## config.mk

```make
export PLATFORM = sky130hd
export DESIGN_NAME = lgs_pos
export DESIGN_NICKNAME = d
export VERILOG_FILES = /design/src/sv/lgs_pkg.sv /design/src/sv/lgs_pos.sv
export SDC_FILE = /design/constraint.sdc
export NUM_CORES = 2
export LEC_CHECK = 0
export BUFFER_PORTS_ARGS = -buffer_cell sky130_fd_sc_hd__buf_4
export CORE_ASPECT_RATIO = 0.7
export CORE_MARGIN = 5
export CORE_UTILIZATION = 53
export DETAILED_ROUTE_END_ITERATION = 8
export PLACE_DENSITY = 0.8
export SYNTH_ARGS = -nofsm -noshare
export SYNTH_HDL_FRONTEND = slang
export SYNTH_SLANG_ARGS = --single-unit
```

## constraint.sdc

```tcl
create_clock -name clk -period 7.44 [get_ports clk]
set_clock_uncertainty 0.15 [all_clocks]
set_input_delay 0.372 -clock clk [delete_from_list [all_inputs] [get_ports clk]]
set_output_delay 0.372 -clock clk [all_outputs]
set_load 0.01 [all_outputs]
```

## src/sv/lgs_pkg.sv

```systemverilog
// Shared types and constants of the linear gradient span shader.
package lgs_pkg;
  localparam int unsigned MaxStopsDefault = 16;
  localparam int unsigned MaxSpanDefault  = 64;

  localparam logic CmdLoad = 1'b0;
  localparam logic CmdSpan = 1'b1;

  localparam logic [2:0] RegCoefX   = 3'd0;
  localparam logic [2:0] RegCoefY   = 3'd1;
  localparam logic [2:0] RegOffset  = 3'd2;
  localparam logic [2:0] RegTile    = 3'd3;
  localparam logic [2:0] RegStopCnt = 3'd4;

  localparam logic [1:0] TileClamp  = 2'd0;
  localparam logic [1:0] TileRepeat = 2'd1;
  localparam logic [1:0] TileMirror = 2'd2;

  typedef struct packed {
    logic        command;
    logic [3:0]  stop_index;
    logic [31:0] stop_color;
    logic [11:0] start_x;
    logic [11:0] row_y;
    logic [6:0]  span_length;
  } in_item_t;

  typedef struct packed {
    logic [31:0] pixel;
    logic        last_pixel;
  } out_item_t;

  typedef struct packed {
    logic [2:0]  index;
    logic [31:0] data;
  } cfg_item_t;

  // Rounded division of a 16-bit product by 255 via reciprocal multiply.
  function automatic logic [7:0] div255(input logic [15:0] v);
    logic [16:0] w;
    logic [25:0] q;
    begin
      w = {1'b0, v} + 17'd127;
      q = (26'(w) * 26'd257 + 26'd257) >> 16;
      div255 = q[7:0];
    end
  endfunction
endpackage

```

## src/sv/lgs_pos.sv

```systemverilog
// Span sequencer: computes the start position and steps it per pixel.
module lgs_pos #(
  parameter int unsigned MAX_SPAN = lgs_pkg::MaxSpanDefault
) (
  input  logic               clk,
  input  logic               rst_n,
  input  logic               start,
  input  logic [11:0]        start_x,
  input  logic [11:0]        row_y,
  input  logic [6:0]         span_length,
  input  logic signed [31:0] coef_x,
  input  logic signed [31:0] coef_y,
  input  logic signed [31:0] coef_offset,
  input  logic               advance,
  output logic               busy,
  output logic               pix_valid,
  output logic signed [47:0] pos,
  output logic               pix_last
);
  localparam int unsigned CW = $clog2(MAX_SPAN + 1);

  typedef enum logic [1:0] {ST_IDLE, ST_MULX, ST_SUM, ST_RUN} state_t;

  state_t state_r;
  logic signed [47:0] px_r, py_r, pos_r;
  logic [CW-1:0] left_r;
  logic [CW-1:0] len_sat;
  logic signed [48:0] sum;

  always_comb begin
    if (span_length > 7'(MAX_SPAN > 127 ? 127 : MAX_SPAN)) len_sat = CW'(MAX_SPAN);
    else len_sat = CW'(span_length);
    sum = 49'(px_r) + 49'(py_r);
  end

  always_ff @(posedge clk) begin
    if (!rst_n) begin
      state_r <= ST_IDLE;
      left_r  <= '0;
    end else begin
      unique case (state_r)
        ST_IDLE: if (start) begin
          left_r  <= len_sat;
          px_r    <= 48'(coef_x) * 48'($signed({1'b0, start_x, 1'b1}));
          py_r    <= 48'(coef_y) * 48'($signed({1'b0, row_y, 1'b1}));
          state_r <= (len_sat == '0) ? ST_IDLE : ST_MULX;
        end
        ST_MULX: state_r <= ST_SUM;
        ST_SUM: begin
          pos_r   <= 48'(sum >>> 1) + 48'(coef_offset);
          state_r <= ST_RUN;
        end
        ST_RUN: if (advance) begin
          pos_r  <= pos_r + 48'(coef_x);
          left_r <= left_r - CW'(1);
          if (left_r == CW'(1)) state_r <= ST_IDLE;
        end
        default: state_r <= ST_IDLE;
      endcase
    end
  end

  assign busy      = (state_r != ST_IDLE);
  assign pix_valid = (state_r == ST_RUN);
  assign pos       = pos_r;
  assign pix_last  = (left_r == CW'(1));
endmodule

```

; ---- Yosys cells after proc, flatten, opt, wreduce, memory -nomap -nowiden
; Cells that the tools add are included.
[op_classes]
add_sub_neg = 4
n_mul = 2
order_cmp = 1
eq_ne = 7
muxes = 11
reduce_logical = 9
[op_table]
columns = operator, n
row1 = 48-bit case mux with 2 select lines, 1
row2 = 32-bit by 14-bit multiplier with 46-bit output, 2
row3 = 48-bit by 32-bit adder with 48-bit output, 1
row4 = 48-bit two-way mux, 1
row5 = 46-bit by 32-bit adder with 47-bit output, 1
row6 = 46-bit by 46-bit adder with 47-bit output, 1
row7 = 7-bit two-way mux, 3
row8 = 7-bit case mux with 2 select lines, 1
row9 = 3-bit AND reduction, 4
row10 = 2-bit case mux with 4 select lines, 1
row11 = 7-bit by 1-bit equality test with 1-bit output (second input constant), 1
row12 = 7-bit > comparator (second input constant), 1
row13 = 7-bit zero test, 1
row14 = 7-bit by 1-bit subtractor with 7-bit output (second input constant), 1
row15 = 2-bit two-way mux, 3
row16 = 2-bit nonzero test, 3
row17 = 2-bit equality test (second input constant), 2
row18 = 2-bit inequality test (second input constant), 2
row19 = 2-bit by 1-bit equality test with 1-bit output (second input constant), 1
row20 = 2-bit zero test, 1
row21 = 2-bit by 1-bit inequality test with 1-bit output (second input constant), 1
row22 = 1-bit two-way mux, 1
[word_totals]
reg_bits = 149
out_inout_bits = 51
word_cells = 39

; ---- Depth between registers and ports, before layout
[logic_depth]
ltp_word = 6
ltp_mapped = 25
depth_no_buf = 24

; ---- Worst setup path after synthesis
; OpenSTA, ideal clock, no wires.
[synth_path]
path_kind = input -> register
start = input coef_x[31]
end = register px_r[45] (data pin)
t_arrival_ps = 5954
setup_slack_ps = 1073
cell_stages = 23
path_cell_list = clkbuf_1 clkbuf_1 nand2_1 fa_1 fa_1 inv_1 fa_1 fa_1 fa_1 inv_1 fa_1 inv_1 ha_1 a21o_1 a21o_1 a21o_1 a21o_1 a21oi_1 nor2_1 o21ai_0 nand2_1 a211oi_1 xnor2_1
[synth_between]
elab_chain_len = 1
[synth_lines]
columns = item, line
row1 = "start, declared", lgs_pos.sv:11  ; input logic signed [31:0] coef_x,
row2 = 32-bit by 14-bit multiplier with 46-bit output, lgs_pos.sv:44  ; px_r <= 48'(coef_x) * 48'($signed({1'b0, start_x, 1'b1}));
row3 = "end signal, assigned", lgs_pos.sv:44
row4 = "end, declared", lgs_pos.sv:25  ; logic signed [47:0] px_r, py_r, pos_r;
; No other way between the ends.
; A chain may end at the register's enable or synchronous reset.

; ---- Final worst setup path
[layout_path]
start = input row_y[1]
end = register py_r[42] (data pin)
[layout_between]
elab_chain_len = 1
[layout_lines]
columns = item, line
row1 = "start, declared", lgs_pos.sv:9  ; input logic [11:0] row_y,
row2 = 32-bit by 14-bit multiplier with 46-bit output, lgs_pos.sv:45  ; py_r <= 48'(coef_y) * 48'($signed({1'b0, row_y, 1'b1}));
row3 = "end signal, assigned", lgs_pos.sv:45
row4 = "end, declared", lgs_pos.sv:25
; No other way between the ends.

==> out/metrics.yaml <==
syn_nets: 5916
portBuffers: 181
drv_cap: 0
yosysWarningCount: 0
root_buffer: "clkbuf_16"
antenna_found_initial: 4
cpPeakStageDelay_ns: 0.58
setup_violations: 0
core_mm2: 0.0783
placedCellCount: 5733
final_common_cell: "inv_1"
clk_pin_slew_ns: 0.07
cp.arrival_ns: 6.91
multiInputGateArea_mm2: 0.0331
crit_path_top_delay_cell: "o31ai_1"
startpoint_type: "input port"
final_cell_mix: "inv_1 (938), fa_1 (759), nand2_1 (498)"
r2r_cells: 21
post-route-period-util: 0.922
ant_nets: 0
slew_viol_final: 0
fmax_mhz: 146
min_delay_path_depth: 3
io_pins: 182
via_count: 32600
die_area_mm2: 0.0845
yosys_register_bits: 149
grt_overflow_total: 0
place_area_mm2: 0.0438
yosysSeqAreaShare: 0.105
clockBufferDepth: 2
fin_nets: 5942
cp_top_family: "adder cells"
setup_tns_ns: 0
synthTopCellsByArea: "fa_1 (36%), ha_1 (11%), edfxtp_1 (10%)"
viasPerCell: 5.65
wirelength_mm: 108
post_cts_resized: 0
drc: 0
synth_cell_types: 82
endpoint_kind: "flip-flop"
hold_viol: 0
final_layout_size_suffix_gt1_frac: 0.0552
avgSynthCellArea_um2: 8.93
cp_max_fo: 32
maxSlewHeadroom: 0.285
gp_congestion: 0.923
synth_top_area_frac: 0.364
firstDrtPassIters: 5
syn-cell-area_mm2: 0.0417
final_cells: 5767
required_ns: 7.49
n_fill_cell: 6791
fin_crit_ns: 6.86
rsz0062_at_grt: "false"
cp_cell_sequence: "buf_4 -> and2_1 -> fa_1 -> inv_1 -> fa_1 -> inv_1 -> fa_1 -> inv_1 -> fa_1 -> inv_1 -> fa_1 -> inv_1 -> fa_1 -> inv_1 -> ha_1 -> o21ai_0 -> o31ai_1 -> nor3b_2 -> o21ai_1 -> o21ai_1 -> o211ai_1 -> and4_1 -> a311o_1"
worst_pin_slew_ns: 1.07
syn_inst: 4670
critPathBufInv: 7
path_depth: 23
holdBufCountCts: 0
initial_core_util: 0.533
drt_iter0_markers: 2664
post_cts_buffers: 0
grt_pass1_wl_mm: 178
outcome: "finished, final reports clean"
chipWidth_um: 345
ys_dominant_reg_cell: "edfxtp_1"
crit_type: "input port to flip-flop"
final_cell_area_mm2: 0.0445
seq_area_mm2: 0.00438
hpwlAfterDp_mm: 87.6
grt_max_degree: 90
yosysTopAreaCell: "fa_1"
grt_pass1_vias: 34000
cts.sinks: 149
synth-edff-count: 140
cts_buffers: 17
wl_per_cell_um: 18.7
min_path_type: "input port to flip-flop"
tritoncts: "built"
final_core_util: 0.568
clk_latency_ns: 0.47
htree_levels: 4
area_growth_pct: 6.58
rows: 86
die_h_um: 245
async_flop_share: 0
grtUsageTotal: 0.260
-- cells by family (layout without fill, tap and decap cells) --
group / Yosys count / in the layout / share of synthesized area
AND/OR/NAND/NOR: 1317 / 1317 / 0.158
buffers and inverters: 1123 / 1162 / 0.101
flip-flops: 149 / 149 / 0.105
other: 0 / 2 / 0
multiplexers: 12 / 12 / 0.00300
AO/OA/AOI/OAI: 754 / 754 / 0.119
adder cells (fa/ha/maj): 1115 / 1115 / 0.471
XOR/XNOR: 200 / 200 / 0.0420
-- stage by stage --
step / setup WS (ns) / hold slack (ns)
2_1_floorplan: 1.07 / 0.321
3_3_place_gp: 0.320 / 0.347
3_5_place_dp: 0.219 / 0.356
4_1_cts: 0.689 / 0.0611
5_1_grt: 0.312 / 0.0893
6_report: 0.579 / 0.0738
-- path summary, 6_finish.rpt --
kind,to,slack [ns],startpoint
worst max-delay path,py_r[42]$_DFFE_PP_,0.58,row_y[1]
worst max register to register,pos[40]$_DFFE_PP_,0.64,py_r[2]$_DFFE_PP_
worst min-delay path,left_r[0]$_SDFFE_PN0P_,0.07,span_length[0]
worst min register to register,left_r[5]$_SDFFE_PN0P_,0.38,left_r[5]$_SDFFE_PN0P_
-- worst reg2reg max path, delay by kind of cell (launching register included) --
family,cells,cell delay (ns)
compound gates,13,3.87
simple gates,4,0.76
fa+ha+maj,2,0.74
flops,1,0.39
xor+xnor,1,0.36
mux,1,0.22
-- cell type report --
class                   instances  area share
multi-input cells            3398       0.745
inverters                     938      0.0792
clock buffers                  20      0.0103
well taps                    1056      0.0297
repair buffers                192      0.0324
flip-flops and latches        149      0.0986
diodes                          2    0.000113
clock inverters                12     0.00425
-- Yosys cell counts, types with 30 or more instances --
| cell | n |
|---|---|
| inv_1 | 938 |
| fa_1 | 759 |
| nand2_1 | 498 |
| and2_1 | 427 |
| ha_1 | 356 |
| a21oi_1 | 234 |
| clkbuf_1 | 181 |
| edfxtp_1 | 140 |
| a21o_1 | 136 |
| xnor2_1 | 133 |
| nor2_1 | 132 |
| o21ai_0 | 96 |
| xor2_1 | 67 |
| nand3_1 | 51 |
| nor2b_1 | 42 |
| nor3_1 | 35 |
| o21a_1 | 33 |
| a211oi_1 | 32 |
| nand4_1 | 31 |
| o21ai_1 | 30 |
| o21bai_1 | 30 |
-- state kept, by name, indices dropped and copies added (netlist names) --
name	count
left_r	7
py_r	46
pos	48
state_r	2
px_r	46
-- per-layer routing --
layer,vias to the layer above,share of wire,track usage
li1,14800,-,-
met5,-,0,0
met4,0,0.032,0.0759
met3,187,0.086,0.0494
met1,16200,0.43,0.366
met2,1332,0.45,0.415
Power is not shown: default switching activity piles up to over one toggle a cycle in this logic, so the estimate is an artifact.
