## src/sv/lgs_pkg.sv

```systemverilog
// Shared types and constants of the linear gradient span shader.
package lgs_pkg;
  localparam int unsigned MaxStopsDefault = 16;
  localparam int unsigned MaxSpanDefault  = 64;

  localparam logic CmdLoad = 1'b0;
  localparam logic CmdSpan = 1'b1;

  localparam logic [2:0] RegCoefX   = 3'd0;
  localparam logic [2:0] RegCoefY   = 3'd1;
  localparam logic [2:0] RegOffset  = 3'd2;
  localparam logic [2:0] RegTile    = 3'd3;
  localparam logic [2:0] RegStopCnt = 3'd4;

  localparam logic [1:0] TileClamp  = 2'd0;
  localparam logic [1:0] TileRepeat = 2'd1;
  localparam logic [1:0] TileMirror = 2'd2;

  typedef struct packed {
    logic        command;
    logic [3:0]  stop_index;
    logic [31:0] stop_color;
    logic [11:0] start_x;
    logic [11:0] row_y;
    logic [6:0]  span_length;
  } in_item_t;

  typedef struct packed {
    logic [31:0] pixel;
    logic        last_pixel;
  } out_item_t;

  typedef struct packed {
    logic [2:0]  index;
    logic [31:0] data;
  } cfg_item_t;

  // Rounded division of a 16-bit product by 255 via reciprocal multiply.
  function automatic logic [7:0] div255(input logic [15:0] v);
    logic [16:0] w;
    logic [25:0] q;
    begin
      w = {1'b0, v} + 17'd127;
      q = (26'(w) * 26'd257 + 26'd257) >> 16;
      div255 = q[7:0];
    end
  endfunction
endpackage

```

## src/sv/lgs_shade.sv

```systemverilog
// Tiling, stop table memory, interpolation and premultiply pipeline.
module lgs_shade #(
  parameter int unsigned MAX_STOPS = lgs_pkg::MaxStopsDefault
) (
  input  logic               clk,
  input  logic               rst_n,
  input  logic               wr_en,
  input  logic [3:0]         wr_index,
  input  logic [31:0]        wr_color,
  input  logic [1:0]         tile_mode,
  input  logic [4:0]         stop_count,
  input  logic               in_valid,
  input  logic signed [47:0] pos,
  input  logic               in_last,
  input  logic               stall,
  output logic               busy,
  output logic               res_valid,
  output logic [31:0]        res_pixel,
  output logic               res_last
);
  localparam int unsigned IW = $clog2(MAX_STOPS);
  localparam int unsigned NW = IW + 1;
  localparam logic [1:0] TILE_REP = lgs_pkg::TileRepeat;
  localparam logic [1:0] TILE_MIR = lgs_pkg::TileMirror;

  logic [31:0] mem0 [MAX_STOPS];
  logic [31:0] mem1 [MAX_STOPS];

  logic [NW-1:0] n_eff;
  logic [16:0]   t;
  logic [16:0]   u;
  always_comb begin
    if (stop_count == 5'd0) n_eff = NW'(1);
    else if (32'(stop_count) > MAX_STOPS) n_eff = NW'(MAX_STOPS);
    else n_eff = NW'(stop_count);
    u = pos[16:0];
    case (tile_mode)
      TILE_REP: t = {1'b0, pos[15:0]};
      TILE_MIR: t = (u <= 17'd65536) ? u : 17'(18'd131072 - 18'(u));
      default: begin
        if (pos < 0) t = '0;
        else if (pos > 48'sd65536) t = 17'd65536;
        else t = pos[16:0];
      end
    endcase
  end

  // Stage 1: scale by stop count minus one.
  logic v1_r, l1_r;
  logic [NW+16:0] s1_r;
  logic [NW-1:0] nm1_r;
  // Stage 2: memory read.
  logic v2_r, l2_r, end2_r;
  logic [15:0] f2_r;
  logic [31:0] c0_r, c1_r;
  // Stage 3: interpolation.
  logic v3_r, l3_r;
  logic [7:0] ch3_r [4];
  // Stage 4: premultiply products.
  logic v4_r, l4_r;
  logic [7:0]  a4_r;
  logic [15:0] pm4_r [3];

  logic [IW-1:0] idx, idx1, idxl;
  logic          is_end;
  always_comb begin
    is_end = (s1_r[NW+16:16] >= (NW+1)'(nm1_r));
    idx    = s1_r[IW+15:16];
    idx1   = IW'(idx + IW'(1));
    idxl   = IW'(nm1_r);
  end

  always_ff @(posedge clk) begin
    if (wr_en && (32'(wr_index) < MAX_STOPS)) begin
      mem0[IW'(wr_index)] <= wr_color;
      mem1[IW'(wr_index)] <= wr_color;
    end
    if (!stall) begin
      c0_r <= mem0[is_end ? idxl : idx];
      c1_r <= mem1[is_end ? idxl : idx1];
    end
  end

  always_ff @(posedge clk) begin
    if (!rst_n) begin
      v1_r <= 1'b0; v2_r <= 1'b0; v3_r <= 1'b0; v4_r <= 1'b0;
    end else if (!stall) begin
      v1_r <= in_valid; v2_r <= v1_r; v3_r <= v2_r; v4_r <= v3_r;
    end
  end

  always_ff @(posedge clk) begin
    if (!stall) begin
      l1_r  <= in_last;
      s1_r  <= (NW+17)'(t) * (NW+17)'(n_eff - NW'(1));
      nm1_r <= n_eff - NW'(1);
      l2_r  <= l1_r;
      end2_r <= is_end;
      f2_r  <= s1_r[15:0];
      l3_r  <= l2_r;
      for (int k = 0; k < 4; k++) begin
        ch3_r[k] <= end2_r ? c0_r[8*k +: 8] :
          8'((25'(c0_r[8*k +: 8]) * (25'd65536 - 25'(f2_r)) +
              25'(c1_r[8*k +: 8]) * 25'(f2_r) + 25'd32768) >> 16);
      end
      l4_r <= l3_r;
      a4_r <= ch3_r[3];
      for (int k = 0; k < 3; k++) pm4_r[k] <= 16'(ch3_r[k]) * 16'(ch3_r[3]);
    end
  end

  assign res_valid = v4_r;
  assign res_last  = l4_r;
  assign res_pixel = {a4_r, lgs_pkg::div255(pm4_r[2]), lgs_pkg::div255(pm4_r[1]),
                      lgs_pkg::div255(pm4_r[0])};
  assign busy = v1_r | v2_r | v3_r | v4_r;
endmodule

```

## config.mk

```make
export PLATFORM = sky130hd
export DESIGN_NAME = lgs_shade
export DESIGN_NICKNAME = d
export VERILOG_FILES = /design/src/sv/lgs_pkg.sv /design/src/sv/lgs_shade.sv
export SDC_FILE = /design/constraint.sdc
export NUM_CORES = 2
export LEC_CHECK = 0
export BUFFER_PORTS_ARGS = -buffer_cell sky130_fd_sc_hd__buf_4
export CORE_ASPECT_RATIO = 0.9
export CORE_MARGIN = 2
export CORE_UTILIZATION = 30
export DETAILED_ROUTE_END_ITERATION = 8
export SETUP_SLACK_MARGIN = 0.4
export SYNTH_ARGS = -nofsm -noshare
export SYNTH_HDL_FRONTEND = slang
export SYNTH_SLANG_ARGS = --single-unit
```

## constraint.sdc

```tcl
create_clock -name clk -period 12.9 [get_ports clk]
set_input_delay 2.58 -clock clk [delete_from_list [all_inputs] [get_ports clk]]
set_output_delay 2.58 -clock clk [all_outputs]
set_load 0.01 [all_outputs]
```

# Yosys cells after proc, flatten, opt, wreduce, memory -nomap -nowiden

Memory sizes are Yosys's and may differ from the RTL's. A register that Yosys moved wholly into a read port is not among the register bits.
Index checks and enable logic that the tools add are counted.

Register bits: 60
Latch bits: 0
Memory bits (writable): 1104
Bits in read-only memories: 0
Input port bits: 97
Memories kept: 4

Add/sub/neg operators: 19
Multiply operators: 15
Divide/modulo/power cells: 0
$lt $le $gt $ge: 5
Eq/ne operators: 2
Shifts and indexed selects: 0
Mux-type cells: 15
Bitwise gates (word level): 3
Reduce and logical (&&, ||, !) cells: 3

Memory list:

| name  | words | bits a word | read ports | clocked after memory_dff | write ports | RTL line        | RTL |
|---|---|---|---|---|---|---|---|
| mem0  | 16    | 32          | 1          | 1                        | 1           | lgs_shade.sv:26 | `logic [31:0] mem0 [MAX_STOPS];` |
| mem1  | 16    | 32          | 1          | 1                        | 1           | lgs_shade.sv:27 | `logic [31:0] mem1 [MAX_STOPS];` |
| pm4_r | 3     | 16          | 3          | 0                        | 3           | lgs_shade.sv:62 | `logic [15:0] pm4_r [3];` |
| ch3_r | 4     | 8           | 4          | 0                        | 4           | lgs_shade.sv:58 | `logic [7:0] ch3_r [4];` |

Operators by type and width:

| operator                                                | count |
|---|---|
| adder 24 x 16 -> 24 bit (second input constant)         | 4 |
| adder 24 bit                                            | 4 |
| multiplier 8 x 16 -> 24 bit                             | 4 |
| multiplier 8 x 25 -> 24 bit                             | 3 |
| adder 24 x 9 -> 24 bit (second input constant)          | 3 |
| multiplier 17 x 9 -> 24 bit (second input constant)     | 3 |
| adder 16 x 7 -> 17 bit (second input constant)          | 3 |
| two-way mux 17 bit                                      | 3 |
| > comparator 48 x 18 -> 1 bit (second input constant)   | 1 |
| < comparator 48 x 1 -> 1 bit (second input constant)    | 1 |
| multiplier 8 x 8 -> 16 bit                              | 3 |
| case mux 17 bit (2 select lines)                        | 1 |
| two-way mux 8 bit                                       | 4 |
| multiplier 9 x 18 -> 24 bit                             | 1 |
| multiplier 18 x 6 -> 22 bit                             | 1 |
| subtractor 17 x 16 -> 18 bit (first input constant)     | 1 |
| less-or-equal comparator 17 bit (second input constant) | 1 |
| subtractor 1 x 17 -> 17 bit (first input constant)      | 1 |
| two-way mux 5 bit                                       | 2 |
| two-way mux 4 bit                                       | 2 |
| greater-or-equal comparator 6 x 5 -> 1 bit              | 1 |
| subtractor 5 x 1 -> 6 bit (second input constant)       | 1 |
| > comparator 5 bit (second input constant)              | 1 |
| logical NOT 5 bit                                       | 1 |
| other kinds (7)                                         | 12 |

# Longest topological paths before layout

Depth in word-level cells: 5
Depth in mapped cells: 34

# Worst setup path before layout

OpenSTA, ideal clock, no wires.

Kind: input to register
From: input port pos[0]
To: register s1_r[21] (data pin)
Setup time: 260 ps
Data arrival time: 8339 ps
Required time: 12640 ps
Setup slack: 4301 ps
Cell stages on the path: 25
Path buffers: 0
Cell sequence: inv_1 > ha_1 > nor3b_1 > nand4_1 > o31a_1 > nor4b_2 > a21oi_1 > or2_2 > fa_1 > fa_1 > inv_1 > fa_1 > inv_1 > fa_1 > inv_1 > ha_1 > a21o_1 > a21oi_1 > nand2b_1 > a211oi_1 > nor2_1 > a211o_1 > o2111ai_1 > a21oi_1 > xnor2_1

Cells in the longest elaborated chain, start to end: 5
Elaborated cells between the ends (all ways): 9
Classes of those cells: add/sub (1); mul (1); order compare (3); mux (4)

Ends and longest elaborated chain:

| what                               | RTL line        | RTL |
|---|---|---|
| start, declared                    | lgs_shade.sv:13 | `input logic signed [47:0] pos,` |
| > comparator 48 x 18 -> 1 bit      | lgs_shade.sv:42 | `else if (pos > 48'sd65536) t = 17'd65536;` |
| two-way mux 17 bit                 | lgs_shade.sv:42 |  |
| two-way mux 17 bit                 | lgs_shade.sv:41 | `if (pos < 0) t = '0;` |
| case mux 17 bit (2 select lines) * | lgs_shade.sv:37 | `case (tile_mode)` |
| multiplier 18 x 6 -> 22 bit *      | lgs_shade.sv:95 | `s1_r <= (NW+17)'(t) * (NW+17)'(n_eff - NW'(1));` |
| end signal, assigned               | lgs_shade.sv:95 |  |
| end, declared                      | lgs_shade.sv:50 | `logic [NW+16:0] s1_r;` |

Every way passes the cells marked *; elsewhere a longest branch is shown, timed or not.
A chain may end at the register's enable or synchronous reset.

==> run metrics <==
main combinational cell family by area after synthesis adder cells; Synth Warn # 0; period utilization 72.6%; initial antenna violation count 16; register area 0.0215 mm²; Iteration-0 DRC Markers 4109; Post CTS Setup Buffer Count 0; Setup WS pre-CTS 3.39 ns; ys flop type edfxtp_1; met3 wire length 16300 µm; RSZ-0062 raised after global routing false; worst hold path type reg -> reg; cell taking the most area after synthesis edfxtp_1; most frequent cell after synthesis inv_1; Crit Path Class reg -> reg; PortBufs 131; Post-Synth Adder-Cell Area 37.5%; status finished, final reports clean; Placer Congestion 0.868; kind of cell adding the most delay to the critical path adder cells; Peak Freq 107 MHz; layout cells sized above 1 9.73%; top cells by area, synth edfxtp_1 29%, fa_1 27%, ha_1 10%; total gr overflow 0; met1 WL 85200 µm; DRC viols 0; Synth cell types 71; max layer used met5; critical path arrival 9.77 ns; Root Buffer clkbuf_16; Worst Tran Pin Value 1.15 ns; Tmin final 9.37 ns; Setup Skew 0.0423 ns; # hold bufs at CTS 0; cell row count 173; Final Hold Viols 0; Simple-Gate Fraction of Synth Area 11.7%; final worst slack 3.53 ns; CTS resizes 0; Starting Density 30.2%; die width 530 µm; Final Setup Violations 0; critical path endpoint category flip-flop; FF+latch count, synth 716; I/O pin cnt 132; final WL 193000 µm; Worst setup SP type flip-flop; Compound-Gate Fraction of Synth Area 3.32%; worst skew pair latency 0.68 ns; Post-synth ARST share 0%; largest net degree at the start of global routing 129; Synth Area per Inst 11.5 µm²; Placeable Area 0.247 mm²; met2 WL post-DR 87900 µm; fill cell count 24500; WP data required 13.30 ns; via/cell ratio 4.87; CTS buffer count 76; DRT Pass-1 Iters 6; Buf/Inv on CP 7; number of global-route vias before repair 51700; Crit path largest cell delay 0.58 ns; mapped cell area 0.0748 mm²; first-pass GRT wire length 303000 µm; clk buf depth 3; Final Util 33.1%; DR WL/cell 19.5 µm; Crit-path slowest cell fa_1; # clock sinks 716; Clock transition at path regs 0.06 ns; Post-synth EDFFs 712; Die ar. 0.253 mm²; CTS H-tree depth 3; Die H 478 µm; area of the multi-input gates 0.0481 mm²; Max-slew headroom 23.0%; post-synthesis xor/xnor area fraction 2.05%; Reg2Reg Setup Slack 3.53 ns; Gate Count Post-Synth 6520; crit-path max FO 17; Final #Nets 8228; CTS tree built; Commonest cells post-synth 1118 x inv_1, 1020 x fa_1, 830 x nand2_1, 712 x edfxtp_1, 607 x ha_1; post-synthesis mux area share 9.24%; Detail Route Antenna Nets 0; gr usage total 15.3%; via count 48200; Synth top area share 28.6%; register area share after synthesis 28.7%; area grow syn2layout 9.64%; Post-DP HPWL 134000 µm; final setup TNS 0 ns; MaxCap Viol Count 0; max-slew violations 0
## metrics by stage
stage | hold WS, ns | cell area, µm² | cells
global placement | 0.403 | 79600 | 9751
global route | 0.413 | 82000 | 9886
floorplan | 0.400 | 74800 | 6535
finish | 0.402 | 82000 | 9888
CTS | 0.386 | 82000 | 9885
detailed placement | 0.405 | 79600 | 9751
## final cells by class
cell class / instances / share of cell area, %
diodes: 3 / 0.00916
clock inverters: 43 / 0.545
flip-flops and latches: 716 / 26.2
inverters: 1119 / 5.13
repair buffers: 216 / 2.01
well taps: 3325 / 5.08
clock buffers: 91 / 2.39
multi-input cells: 4375 / 58.7
## registers in the layout, indices dropped and copies added (netlist names)
signal	cells
mem0	288
mem1	224
pm4_r	48
c0_r	32
c1_r	32
ch3_r	32
s1_r	22
f2_r	16
a4_r	8
nm1_r	5
end2_r	1
l1_r	1
l2_r	1
l3_r	1
res_last	1
res_valid	1
v1_r	1
v2_r	1
v3_r	1
## cells by family after synthesis
kind of cell | count (synthesis)
xor gates and xnor gates | 175
other | 2
buffers and inverters | 1444
DFF | 716
muxes | 369
AOI/OAI and AO/OA | 371
adders and majority gates | 1627
and+or+nand+nor | 1816
## per-layer routing
metal	track usage, %	vias to the layer above
met2	24.3	1790
met1	21.6	25000
met4	2.82	16
met3	3.26	226
met5	0	-
li1	-	21200
## path summary, 6_finish.rpt
check | startpoint | endpoint | depth (start not counted)
setup / recovery | f2_r[1]$_DFFE_PN_ | ch3_r[2][7]$_DFFE_PN_ | 30
hold / removal | l3_r$_DFFE_PN_ | res_last$_DFFE_PN_ | 0
setup reg to reg | f2_r[1]$_DFFE_PN_ | ch3_r[2][7]$_DFFE_PN_ | 30
hold reg to reg | l3_r$_DFFE_PN_ | res_last$_DFFE_PN_ | 0
## cell usage in the layout (no fill, tap or decap), types with 78 or more instances in the layout
| cell type | count |
|---|---|
| a21oi_1 | 78 |
| and2_1 | 557 |
| buf_4 | 214 |
| edfxtp_1 | 712 |
| fa_1 | 1020 |
| ha_1 | 607 |
| inv_1 | 1117 |
| mux2i_1 | 104 |
| mux4_2 | 256 |
| nand2_1 | 830 |
| nor2_1 | 181 |
| xnor2_1 | 111 |
Power is not shown: default switching activity piles up to over one toggle a cycle in this logic, so the estimate is an artifact.
